`src/rtl/lcpbm_pkg.sv`:
```
// shared types, constants and helpers for the latched chr/prg bank mapper
package lcpbm_pkg;

   localparam int unsigned MAX_PRG_BANKS = 256;
   localparam int unsigned MAX_CHR_BANKS = 32;
   localparam int unsigned QUEUE_DEPTH   = 2;
   localparam int unsigned DIV_STEPS     = 5;

   typedef enum logic [1:0] {
      OP_CPU_READ  = 2'd0,
      OP_CPU_WRITE = 2'd1,
      OP_PPU_READ  = 2'd2,
      OP_PPU_WRITE = 2'd3
   } op_type;

   typedef enum logic [1:0] {
      TGT_NONE    = 2'd0,
      TGT_PRG_ROM = 2'd1,
      TGT_PRG_RAM = 2'd2,
      TGT_CHR     = 2'd3
   } tgt_type;

   typedef enum logic [1:0] {
      CSR_PRG_BANK_COUNT  = 2'd0,
      CSR_CHR_BANK_COUNT  = 2'd1,
      CSR_PRG_RAM_PRESENT = 2'd2
   } csr_index_type;

   localparam logic [2:0] REG_PRG_SELECT   = 3'd2;
   localparam logic [2:0] REG_CHR_LOW_FD   = 3'd3;
   localparam logic [2:0] REG_CHR_LOW_FE   = 3'd4;
   localparam logic [2:0] REG_CHR_HIGH_FD  = 3'd5;
   localparam logic [2:0] REG_CHR_HIGH_FE  = 3'd6;
   localparam logic [2:0] REG_MIRROR       = 3'd7;

   typedef enum logic [3:0] {
      KIND_IGNORE     = 4'd0,
      KIND_OPEN_READ  = 4'd1,
      KIND_RAM_READ   = 4'd2,
      KIND_RAM_WRITE  = 4'd3,
      KIND_PRG_SWITCH = 4'd4,
      KIND_PRG_FIXED  = 4'd5,
      KIND_REG_WRITE  = 4'd6,
      KIND_CHR_READ   = 4'd7,
      KIND_CHR_WRITE  = 4'd8
   } kind_type;

   typedef enum logic [1:0] {
      BACK_IDLE   = 2'd0,
      BACK_DIVIDE = 2'd1,
      BACK_FINISH = 2'd2
   } back_state_type;

   typedef struct packed {
      logic [1:0]  operation;
      logic [15:0] address;
      logic [7:0]  write_data;
   } lcpbm_req_type;

   typedef struct packed {
      logic        handled;
      logic [1:0]  target;
      logic [21:0] mem_address;
      logic        mem_write;
      logic [7:0]  mem_write_data;
      logic        mirroring_horizontal;
   } lcpbm_rsp_type;

   typedef struct packed {
      logic [8:0] prg_bank_count;
      logic [5:0] chr_bank_count;
      logic       prg_ram_present;
   } cfg_type;

   typedef struct packed {
      kind_type    kind;
      logic [15:0] address;
      logic [7:0]  write_data;
   } work_type;

   function automatic logic [8:0] eff_prg_count(input logic [8:0] count);
      return (count > 9'(MAX_PRG_BANKS)) ? 9'(MAX_PRG_BANKS) : count;
   endfunction

   function automatic logic [5:0] eff_chr_count(input logic [5:0] count);
      return (count > 6'(MAX_CHR_BANKS)) ? 6'(MAX_CHR_BANKS) : count;
   endfunction

endpackage

```
`src/rtl/lcpbm_front.sv`:
```
// front end: classifies each bus access into a work item
module lcpbm_front import lcpbm_pkg::*; (
   input  lcpbm_req_type req_item,
   input  cfg_type       cfg,
   output work_type      work
);

   logic [15:0] addr;
   logic        in_ram;

   assign addr   = req_item.address;
   assign in_ram = (addr inside {[16'h6000:16'h7FFF]});

   always_comb begin
      work.address    = req_item.address;
      work.write_data = req_item.write_data;
      work.kind       = KIND_IGNORE;
      case (op_type'(req_item.operation))
         OP_CPU_READ: begin
            if (in_ram) begin
               work.kind = cfg.prg_ram_present ? KIND_RAM_READ : KIND_OPEN_READ;
            end else if (addr[15]) begin
               if (eff_prg_count(cfg.prg_bank_count) == 9'd0) begin
                  work.kind = KIND_OPEN_READ;
               end else if (!addr[14]) begin
                  work.kind = KIND_PRG_SWITCH;
               end else begin
                  work.kind = KIND_PRG_FIXED;
               end
            end
         end
         OP_CPU_WRITE: begin
            if (in_ram) begin
               work.kind = cfg.prg_ram_present ? KIND_RAM_WRITE : KIND_IGNORE;
            end else if (addr >= 16'hA000) begin
               work.kind = KIND_REG_WRITE;
            end
         end
         OP_PPU_READ, OP_PPU_WRITE: begin
            if (addr < 16'h2000 && eff_chr_count(cfg.chr_bank_count) != 6'd0) begin
               work.kind = (req_item.operation == OP_PPU_READ) ? KIND_CHR_READ
                                                               : KIND_CHR_WRITE;
            end
         end
         default: work.kind = KIND_IGNORE;
      endcase
   end

endmodule

```
`src/rtl/lcpbm_queue.sv`:
```
// short queue of classified items between front and back
module lcpbm_queue import lcpbm_pkg::*; (
   input  logic     clock,
   input  logic     reset,
   input  logic     push,
   input  work_type push_item,
   output logic     full,
   input  logic     pop,
   output work_type pop_item,
   output logic     empty
);

   work_type   slot_ff [QUEUE_DEPTH];
   logic       wr_ptr_ff, wr_ptr_in;
   logic       rd_ptr_ff, rd_ptr_in;
   logic [1:0] count_ff, count_in;
   logic       do_push, do_pop;

   assign full     = (count_ff == 2'(QUEUE_DEPTH));
   assign empty    = (count_ff == 2'd0);
   assign do_push  = push && !full;
   assign do_pop   = pop && !empty;
   assign pop_item = slot_ff[rd_ptr_ff];

   always_comb begin
      wr_ptr_in = do_push ? !wr_ptr_ff : wr_ptr_ff;
      rd_ptr_in = do_pop ? !rd_ptr_ff : rd_ptr_ff;
      count_in  = count_ff + 2'(do_push) - 2'(do_pop);
   end

   always_ff @(posedge clock) begin
      if (reset) begin
         wr_ptr_ff <= 1'b0;
         rd_ptr_ff <= 1'b0;
         count_ff  <= 2'd0;
      end else begin
         wr_ptr_ff <= wr_ptr_in;
         rd_ptr_ff <= rd_ptr_in;
         count_ff  <= count_in;
      end
   end

   always_ff @(posedge clock) begin
      if (do_push) begin
         slot_ff[wr_ptr_ff] <= push_item;
      end
   end

endmodule

```
`src/rtl/lcpbm_back.sv`:
```
// back end: bank state, bank modulo unit and result register
module lcpbm_back import lcpbm_pkg::*; (
   input  logic          clock,
   input  logic          reset,
   input  cfg_type       cfg,
   input  work_type      q_item,
   input  logic          q_empty,
   output logic          q_pop,
   output lcpbm_rsp_type rsp_item,
   output logic          rsp_empty,
   input  logic          rsp_pop
);

   back_state_type state_ff, state_in;
   work_type       item_ff;
   logic [8:0]     div_ff, div_in;
   logic [8:0]     rem_ff, rem_in;
   logic [4:0]     dvd_ff, dvd_in;
   logic [2:0]     step_ff, step_in;

   logic [3:0]     prg_select_ff;
   logic [4:0]     low_fd_ff, low_fe_ff, high_fd_ff, high_fe_ff;
   logic           low_latch_ff, high_latch_ff, mirror_ff;

   lcpbm_rsp_type  out_ff, rsp_in;
   logic           out_valid_ff;
   logic           fire;
   logic           needs_div;
   logic [4:0]     chr_bank;
   logic [9:0]     trial;
   logic [2:0]     reg_sel;

   assign needs_div = (q_item.kind == KIND_PRG_SWITCH) || (q_item.kind == KIND_CHR_READ) ||
                      (q_item.kind == KIND_CHR_WRITE);
   assign reg_sel   = item_ff.address[14:12];

   // next state
   always_comb begin
      state_in = state_ff;
      case (state_ff)
         BACK_IDLE: begin
            if (!q_empty) begin
               state_in = needs_div ? BACK_DIVIDE : BACK_FINISH;
            end
         end
         BACK_DIVIDE: begin
            if (step_ff == 3'(DIV_STEPS - 1)) begin
               state_in = BACK_FINISH;
            end
         end
         BACK_FINISH: begin
            if (!out_valid_ff || rsp_pop) begin
               state_in = BACK_IDLE;
            end
         end
         default: state_in = BACK_IDLE;
      endcase
   end

   // control outputs
   always_comb begin
      q_pop = 1'b0;
      fire  = 1'b0;
      case (state_ff)
         BACK_IDLE:   q_pop = !q_empty;
         BACK_FINISH: fire  = !out_valid_ff || rsp_pop;
         default: begin
            q_pop = 1'b0;
            fire  = 1'b0;
         end
      endcase
   end

   // bank modulo datapath
   always_comb begin
      if (!q_item.address[12]) begin
         chr_bank = low_latch_ff ? low_fe_ff : low_fd_ff;
      end else begin
         chr_bank = high_latch_ff ? high_fe_ff : high_fd_ff;
      end
      trial   = {rem_ff, dvd_ff[4]};
      div_in  = div_ff;
      rem_in  = rem_ff;
      dvd_in  = dvd_ff;
      step_in = step_ff;
      if (state_ff == BACK_IDLE) begin
         step_in = 3'd0;
         rem_in  = 9'd0;
         if (q_item.kind == KIND_PRG_SWITCH) begin
            div_in = eff_prg_count(cfg.prg_bank_count);
            dvd_in = {1'b0, prg_select_ff};
         end else if (q_item.kind == KIND_PRG_FIXED) begin
            div_in = eff_prg_count(cfg.prg_bank_count);
            rem_in = eff_prg_count(cfg.prg_bank_count) - 9'd1;
            dvd_in = 5'd0;
         end else begin
            div_in = {3'd0, eff_chr_count(cfg.chr_bank_count)};
            dvd_in = chr_bank;
         end
      end else if (state_ff == BACK_DIVIDE) begin
         step_in = step_ff + 3'd1;
         dvd_in  = {dvd_ff[3:0], 1'b0};
         if (trial >= {1'b0, div_ff}) begin
            rem_in = 9'(trial - {1'b0, div_ff});
         end else begin
            rem_in = trial[8:0];
         end
      end
   end

   // result of the finishing item
   always_comb begin
      rsp_in = '0;
      rsp_in.mirroring_horizontal = mirror_ff;
      if (item_ff.kind == KIND_REG_WRITE && reg_sel == REG_MIRROR) begin
         rsp_in.mirroring_horizontal = item_ff.write_data[0];
      end
      case (item_ff.kind)
         KIND_OPEN_READ: rsp_in.handled = 1'b1;
         KIND_RAM_READ, KIND_RAM_WRITE: begin
            rsp_in.handled     = (item_ff.kind == KIND_RAM_READ);
            rsp_in.target      = TGT_PRG_RAM;
            rsp_in.mem_address = {9'd0, item_ff.address[12:0]};
         end
         KIND_PRG_SWITCH, KIND_PRG_FIXED: begin
            rsp_in.handled     = 1'b1;
            rsp_in.target      = TGT_PRG_ROM;
            rsp_in.mem_address = {rem_ff[7:0], item_ff.address[13:0]};
         end
         KIND_CHR_READ, KIND_CHR_WRITE: begin
            rsp_in.handled     = (item_ff.kind == KIND_CHR_READ);
            rsp_in.target      = TGT_CHR;
            rsp_in.mem_address = {5'd0, rem_ff[4:0], item_ff.address[11:0]};
         end
         default: rsp_in.handled = 1'b0;
      endcase
      if (item_ff.kind == KIND_RAM_WRITE || item_ff.kind == KIND_CHR_WRITE) begin
         rsp_in.mem_write      = 1'b1;
         rsp_in.mem_write_data = item_ff.write_data;
      end
   end

   always_ff @(posedge clock) begin
      if (reset) begin
         state_ff     <= BACK_IDLE;
         out_valid_ff <= 1'b0;
      end else begin
         state_ff <= state_in;
         if (fire) begin
            out_valid_ff <= 1'b1;
         end else if (rsp_pop) begin
            out_valid_ff <= 1'b0;
         end
      end
   end

   always_ff @(posedge clock) begin
      div_ff  <= div_in;
      rem_ff  <= rem_in;
      dvd_ff  <= dvd_in;
      step_ff <= step_in;
      if (q_pop) begin
         item_ff <= q_item;
      end
      if (fire) begin
         out_ff <= rsp_in;
      end
   end

   // mapper registers and tile latches
   always_ff @(posedge clock) begin
      if (reset) begin
         prg_select_ff <= 4'd0;
         low_fd_ff     <= 5'd0;
         low_fe_ff     <= 5'd0;
         high_fd_ff    <= 5'd0;
         high_fe_ff    <= 5'd0;
         low_latch_ff  <= 1'b1;
         high_latch_ff <= 1'b1;
         mirror_ff     <= 1'b0;
      end else if (fire) begin
         if (item_ff.kind == KIND_REG_WRITE) begin
            case (reg_sel)
               REG_PRG_SELECT:  prg_select_ff <= item_ff.write_data[3:0];
               REG_CHR_LOW_FD:  low_fd_ff     <= item_ff.write_data[4:0];
               REG_CHR_LOW_FE:  low_fe_ff     <= item_ff.write_data[4:0];
               REG_CHR_HIGH_FD: high_fd_ff    <= item_ff.write_data[4:0];
               REG_CHR_HIGH_FE: high_fe_ff    <= item_ff.write_data[4:0];
               REG_MIRROR:      mirror_ff     <= item_ff.write_data[0];
               default:         mirror_ff     <= mirror_ff;
            endcase
         end else if (item_ff.kind == KIND_CHR_READ) begin
            if (item_ff.address inside {[16'h0FD8:16'h0FDF]}) begin
               low_latch_ff <= 1'b0;
            end else if (item_ff.address inside {[16'h0FE8:16'h0FEF]}) begin
               low_latch_ff <= 1'b1;
            end else if (item_ff.address inside {[16'h1FD8:16'h1FDF]}) begin
               high_latch_ff <= 1'b0;
            end else if (item_ff.address inside {[16'h1FE8:16'h1FEF]}) begin
               high_latch_ff <= 1'b1;
            end
         end
      end
   end

   assign rsp_item  = out_ff;
   assign rsp_empty = !out_valid_ff;

`ifndef SYNTH
   a_step_bound: assert property (@(posedge clock) disable iff (reset)
      state_ff == BACK_DIVIDE |-> step_ff < 3'(DIV_STEPS))
      else $error("modulo step counter overran");

   a_rem_below_div: assert property (@(posedge clock) disable iff (reset)
      state_ff == BACK_DIVIDE |-> rem_ff < div_ff)
      else $error("partial remainder not below bank count");

   a_result_from_finish: assert property (@(posedge clock) disable iff (reset)
      $rose(out_valid_ff) |-> $past(state_ff == BACK_FINISH))
      else $error("result appeared without a finishing item");

   a_divide_ends: assert property (@(posedge clock) disable iff (reset)
      state_ff == BACK_DIVIDE && step_ff == 3'(DIV_STEPS - 1) |=> state_ff == BACK_FINISH)
      else $error("modulo did not hand over to finish");
`endif

endmodule

```
`src/rtl/latched_chr_prg_bank_mapper.sv`:
```
// top level of the latched chr/prg bank mapper
// Bank mapper with tile-triggered CHR latches. Accesses enter through a queue-like
// port (push/full) and results leave through one (empty/pop); the result register
// lets the next access be taken while a result still waits. The front classifies
// each access into a two-entry queue; the back owns the bank registers and latches.
// The back reduces a bank modulo the bank count for switchable PRG reads and all CHR
// accesses: the remainder unit works one dividend bit per cycle over 5 bits. Results
// come out in access order. Bank count registers are to be written through the csr
// port only while the block is idle; the block itself does not enforce this.
module latched_chr_prg_bank_mapper import lcpbm_pkg::*; (
   input  logic          clock,
   input  logic          reset,
   input  logic          req_push,
   input  lcpbm_req_type req_item,
   output logic          req_full,
   output logic          rsp_empty,
   input  logic          rsp_pop,
   output lcpbm_rsp_type rsp_item,
   input  logic          csr_write_enable,
   input  logic [1:0]    csr_index,
   input  logic [8:0]    csr_write_data
);

   cfg_type  cfg_ff;
   work_type front_work, q_item;
   logic     q_empty, q_pop;

   always_ff @(posedge clock) begin
      if (reset) begin
         cfg_ff <= '0;
      end else if (csr_write_enable) begin
         case (csr_index_type'(csr_index))
            CSR_PRG_BANK_COUNT:  cfg_ff.prg_bank_count  <= csr_write_data;
            CSR_CHR_BANK_COUNT:  cfg_ff.chr_bank_count  <= csr_write_data[5:0];
            CSR_PRG_RAM_PRESENT: cfg_ff.prg_ram_present <= csr_write_data[0];
            default:             cfg_ff                 <= cfg_ff;
         endcase
      end
   end

   lcpbm_front u_front (
      .req_item (req_item),
      .cfg      (cfg_ff),
      .work     (front_work)
   );

   lcpbm_queue u_queue (
      .clock     (clock),
      .reset     (reset),
      .push      (req_push),
      .push_item (front_work),
      .full      (req_full),
      .pop       (q_pop),
      .pop_item  (q_item),
      .empty     (q_empty)
   );

   lcpbm_back u_back (
      .clock     (clock),
      .reset     (reset),
      .cfg       (cfg_ff),
      .q_item    (q_item),
      .q_empty   (q_empty),
      .q_pop     (q_pop),
      .rsp_item  (rsp_item),
      .rsp_empty (rsp_empty),
      .rsp_pop   (rsp_pop)
   );

endmodule

```
`config.mk`:
```
export PLATFORM = sky130hd
export DESIGN_NAME = latched_chr_prg_bank_mapper
export DESIGN_NICKNAME = d
export VERILOG_FILES = /design/src/rtl/lcpbm_pkg.sv /design/src/rtl/lcpbm_front.sv /design/src/rtl/lcpbm_queue.sv /design/src/rtl/lcpbm_back.sv /design/src/rtl/latched_chr_prg_bank_mapper.sv
export SDC_FILE = /design/constraint.sdc
export NUM_CORES = 1
export LEC_CHECK = 0
export BUFFER_PORTS_ARGS = -buffer_cell sky130_fd_sc_hd__buf_2
export CAP_MARGIN = 10
export CORE_MARGIN = 3
export CORE_UTILIZATION = 59
export DETAILED_ROUTE_END_ITERATION = 16
export GPL_TIMING_DRIVEN = 0
export PLACE_DENSITY = 0.78
export RECOVER_POWER = 50
export SETUP_SLACK_MARGIN = 0.3
export SKIP_LAST_GASP = 1
export SLEW_MARGIN = 20
export SYNTH_ARGS = -nofsm -noshare
export SYNTH_HDL_FRONTEND = slang
export SYNTH_SLANG_ARGS = --single-unit
```
`constraint.sdc`:
```
create_clock -name clock -period 3.8 [get_ports clock]
set_input_delay 0.76 -clock clock [delete_from_list [all_inputs] [get_ports clock]]
set_output_delay 0.76 -clock clock [all_outputs]
set_load 0.005 [all_outputs]
```
==> flow_summary_export.csv <==
group,metric,value,unit
worst_setup_path,cpPeakStageDelay,0.96,ns
power_and_ir_drop,internal-power,4.99,mW
yosys,ys_async_sr_fraction,0,%
floorplanning,die_area,15900,µm²
worst_setup_path,critPathMaxFanout,25,
min_path,hold_class,"reg2reg",
yosys,synthCells,669,
drt,drc,0,
floorplanning,core_area,14000,µm²
power_and_ir_drop,p_per_area,763,nW/µm²
clock_network,cts_resized,0,
floorplanning,rows,43,
worst_setup_path,cp-end-kind,"register",
sta,setup_violations,0,
drt,first_pass_iters,5,
clock_network,cts_root_buf,"clkbuf_16",
finish,multi_input_area,2910,µm²
power_and_ir_drop,power.leakage,3.75,nW
sta,fmax,357,MHz
finish,fin_nets,826,
worst_setup_path,cpMostUsedCell,"nor2_1",
worst_setup_path,startpoint_type,"register",
sta,relSlewSlack,6.32,%
yosys,synthesis.nets,727,
power_and_ir_drop,seqPwrFrac,43.8,%
drt,wl_met1,7270,µm
clock_network,postCtsSetupBuffers,0,
finish,drive_above_1_share,17.2,%
worst_setup_path,crit_buf_inv,1,
clock_network,cts_tree,"yes",
yosys,netlist-cell-type-count,62,
yosys,synth_ff_type,"edfxtp_1",
finish,final_area,9740,µm²
yosys,avgSynthCellArea,12.7,µm²
sta,slew_viol_final,0,
finish,antenna_cells,0,
clock_network,clk_latency,0.43,ns
grt,antenna_found_initial,1,
drt,routed-wl-met2,8200,µm
worst_setup_path,cp_slowest_cell,"nor2_1",
drt,wire_per_inst,17.6,µm
power_and_ir_drop,ir_worst_vdd,452,µV
power_and_ir_drop,p_sw,2.45,mW
sta,rsz0062_at_grt,"false",
drt,met3WireLength,975,µm
power_and_ir_drop,comb_power_share,31.2,%
clock_network,cts_buffers,17,
sta,fin_skew,0.00847,ns
outcome,status,"finished, final reports clean",
power_and_ir_drop,pwr-share-clk,25.0,%
clock_network,path_clk_slew,0.07,ns
sta,worst_pin_slew,1.41,ns
clock_network,cts.path.max_buffers,2,
finish,seq_area,5350,µm²
drt,wl,16900,µm
grt,track_usage,21.9,%
floorplanning,start_util,60.7,%
yosys,synth-edff-count,142,
finish,fillers,991,
sta,fin_crit_sh,73.8,%
worst_setup_path,crit_path_cell_trace,"nand2b_1, nor2_1, buf_16, nand3_4, nor3b_4, mux2i_1, nor2_1",
drt,post_drt_via_cell_ratio,5.70,
placed_design,dp_hpwl,11900,µm
clock_network,cts.sink_count,196,
finish,fin_util,69.7,%
worst_setup_path,arrival,3.11,ns
yosys,ys.warnings.count,0,
yosys,syn_area,8490,µm²
grt,grt_max_degree,29,
placed_design,place_ws,1.11,ns
yosys,synth_seq_area_share,63.0,%
worst_setup_path,cp_top_family,"simple AND/OR/NAND/NOR gates",
placed_design,port_buffers,77,
sta,hold_viol_final,0,
clock_network,cts.hold.buffers_added,0,
finish,synthToLayoutAreaGrowth,14.8,%
floorplanning,die_h,126,µm
sta,whs,0.490,ns
sta,fin_ws,0.997,ns
run,maxCapViolations,0,
floorplanning,num_io_pins,79,
floorplanning,die_w,126,µm
grt,grt_pass1_wl,27300,µm
finish,final_common_cell,"edfxtp_1",
grt,overflow,0,
grt,grt_pass1_vias,5492,
placed_design,gp_congestion,0.867,
drt,top_layer,"met5",
sta,min_period,2.80,ns
drt,drt_iter0_markers,523,
yosys,ys_ff_latch,196,
worst_setup_path,cp.required,4.11,ns
finish,final_cell_mix,"edfxtp_1, nor2_1, buf_2, mux2i_1, dfxtp_1",
drt,ant_nets,0,
drt,vias,5477,
clock_network,htreeDepth,4,
worst_setup_path,critical_path_class,"reg2reg",
placed_design,place_area,9200,µm²
power_and_ir_drop,swShare,32.9,%
-- synth_stat cells (all sizes together) (3+ instances only) --
library cell  instances  area, µm²
o22ai                 7       43.8
ha                   15        188
nor2                 75        282
or3                   3       18.8
mux2i                56        564
edfxtp              142       4260
o21a                  3       22.5
nor2b                13       81.3
and2                 21        131
nand3b               13       97.6
a21oi                15       75.1
clkbuf               18       67.6
nor3b                 8       93.8
nand3                 5       37.5
nand2b                8       50.1
xnor2                 9       78.8
a21o                  3       22.5
a31oi                 7       43.8
nand4                 6       37.5
nor3                  8       51.3
o31a                  3       26.3
nand2                34        128
o21ai                25        125
a211oi                9       67.6
buf                  10       47.5
xor2                  6       52.6
a22oi                 4       30.0
inv                  30        113
and3                  7       43.8
mux2                 26        293
dfxtp                54       1080
-- final timing paths --
path | cells after the start | to | startpoint | slack, ns
hold reg to reg | 1 | u_back.step_ff[2] | u_back.step_ff[2] | 0.49
setup / recovery | 7 | u_back.high_fd_ff[1] | u_back.state_ff[1] | 1.0
setup reg to reg | 7 | u_back.high_fd_ff[1] | u_back.state_ff[1] | 1.0
hold / removal | 1 | u_back.step_ff[2] | u_back.step_ff[2] | 0.49
-- per-stage QoR --
stage,total power [mW],instances,setup TNS (ns)
5_1_grt,7.83,961,0
3_3_place_gp,5.43,926,-0.353
4_1_cts,7.48,961,0
3_5_place_dp,5.61,929,0
6_report,7.44,961,0
2_1_floorplan,4.85,669,0
-- sequential cells by signal (all words and copies together), names as in the netlist, 2 cells and up, named ones only --
name	flops
u_queue.count_ff	2
u_back.low_fe_ff	5
u_queue.slot_ff	56
u_back.high_fe_ff	5
u_back.state_ff	2
u_back.step_ff	3
u_back.item_ff	28
u_back.dvd_ff	5
cfg_ff	16
u_back.high_fd_ff	5
u_back.low_fd_ff	5
u_back.rsp_item	35
u_back.rem_ff	9
u_back.div_ff	9
u_back.prg_select_ff	4
-- routing by layer --
metal	global-route usage [%]	vias to the layer above
met2	35.9	168
met1	28.3	2638
li1	-	2626
met5	0	-
met3	4.83	43
met4	9.72	2
-- power by group through the flow --
stage,sequential [mW],combinational [mW],clock (mW)
6_report,3.25,2.32,1.86
3_5_place_dp,3.29,2.32,0
2_1_floorplan,3.22,1.63,0
3_3_place_gp,3.29,2.15,0
5_1_grt,3.31,2.56,1.96
4_1_cts,3.25,2.35,1.87
-- area by class of cell --
type                            count  area share, %
Tap cell                          180           2.31
Sequential cell                   196           54.9
Timing Repair Buffer               80           4.33
Clock buffer                       17           4.37
Clock inverter                     15           1.96
Multi-Input combinational cell    415           29.9
Buffer                             28           1.14
Inverter                           30           1.16
-- kinds of logic after synthesis --
family	count (synthesis)	synth area share, %
AO/OA/AOI/OAI	90	6.81
XOR/XNOR	15	1.55
adder cells (fa/ha/maj)	16	2.45
buffers and inverters	58	2.68
flip-flops	196	63.0
multiplexers	82	10.1
AND/OR/NAND/NOR	212	13.5
No activity file was read; power rests on OpenSTA's default activity.
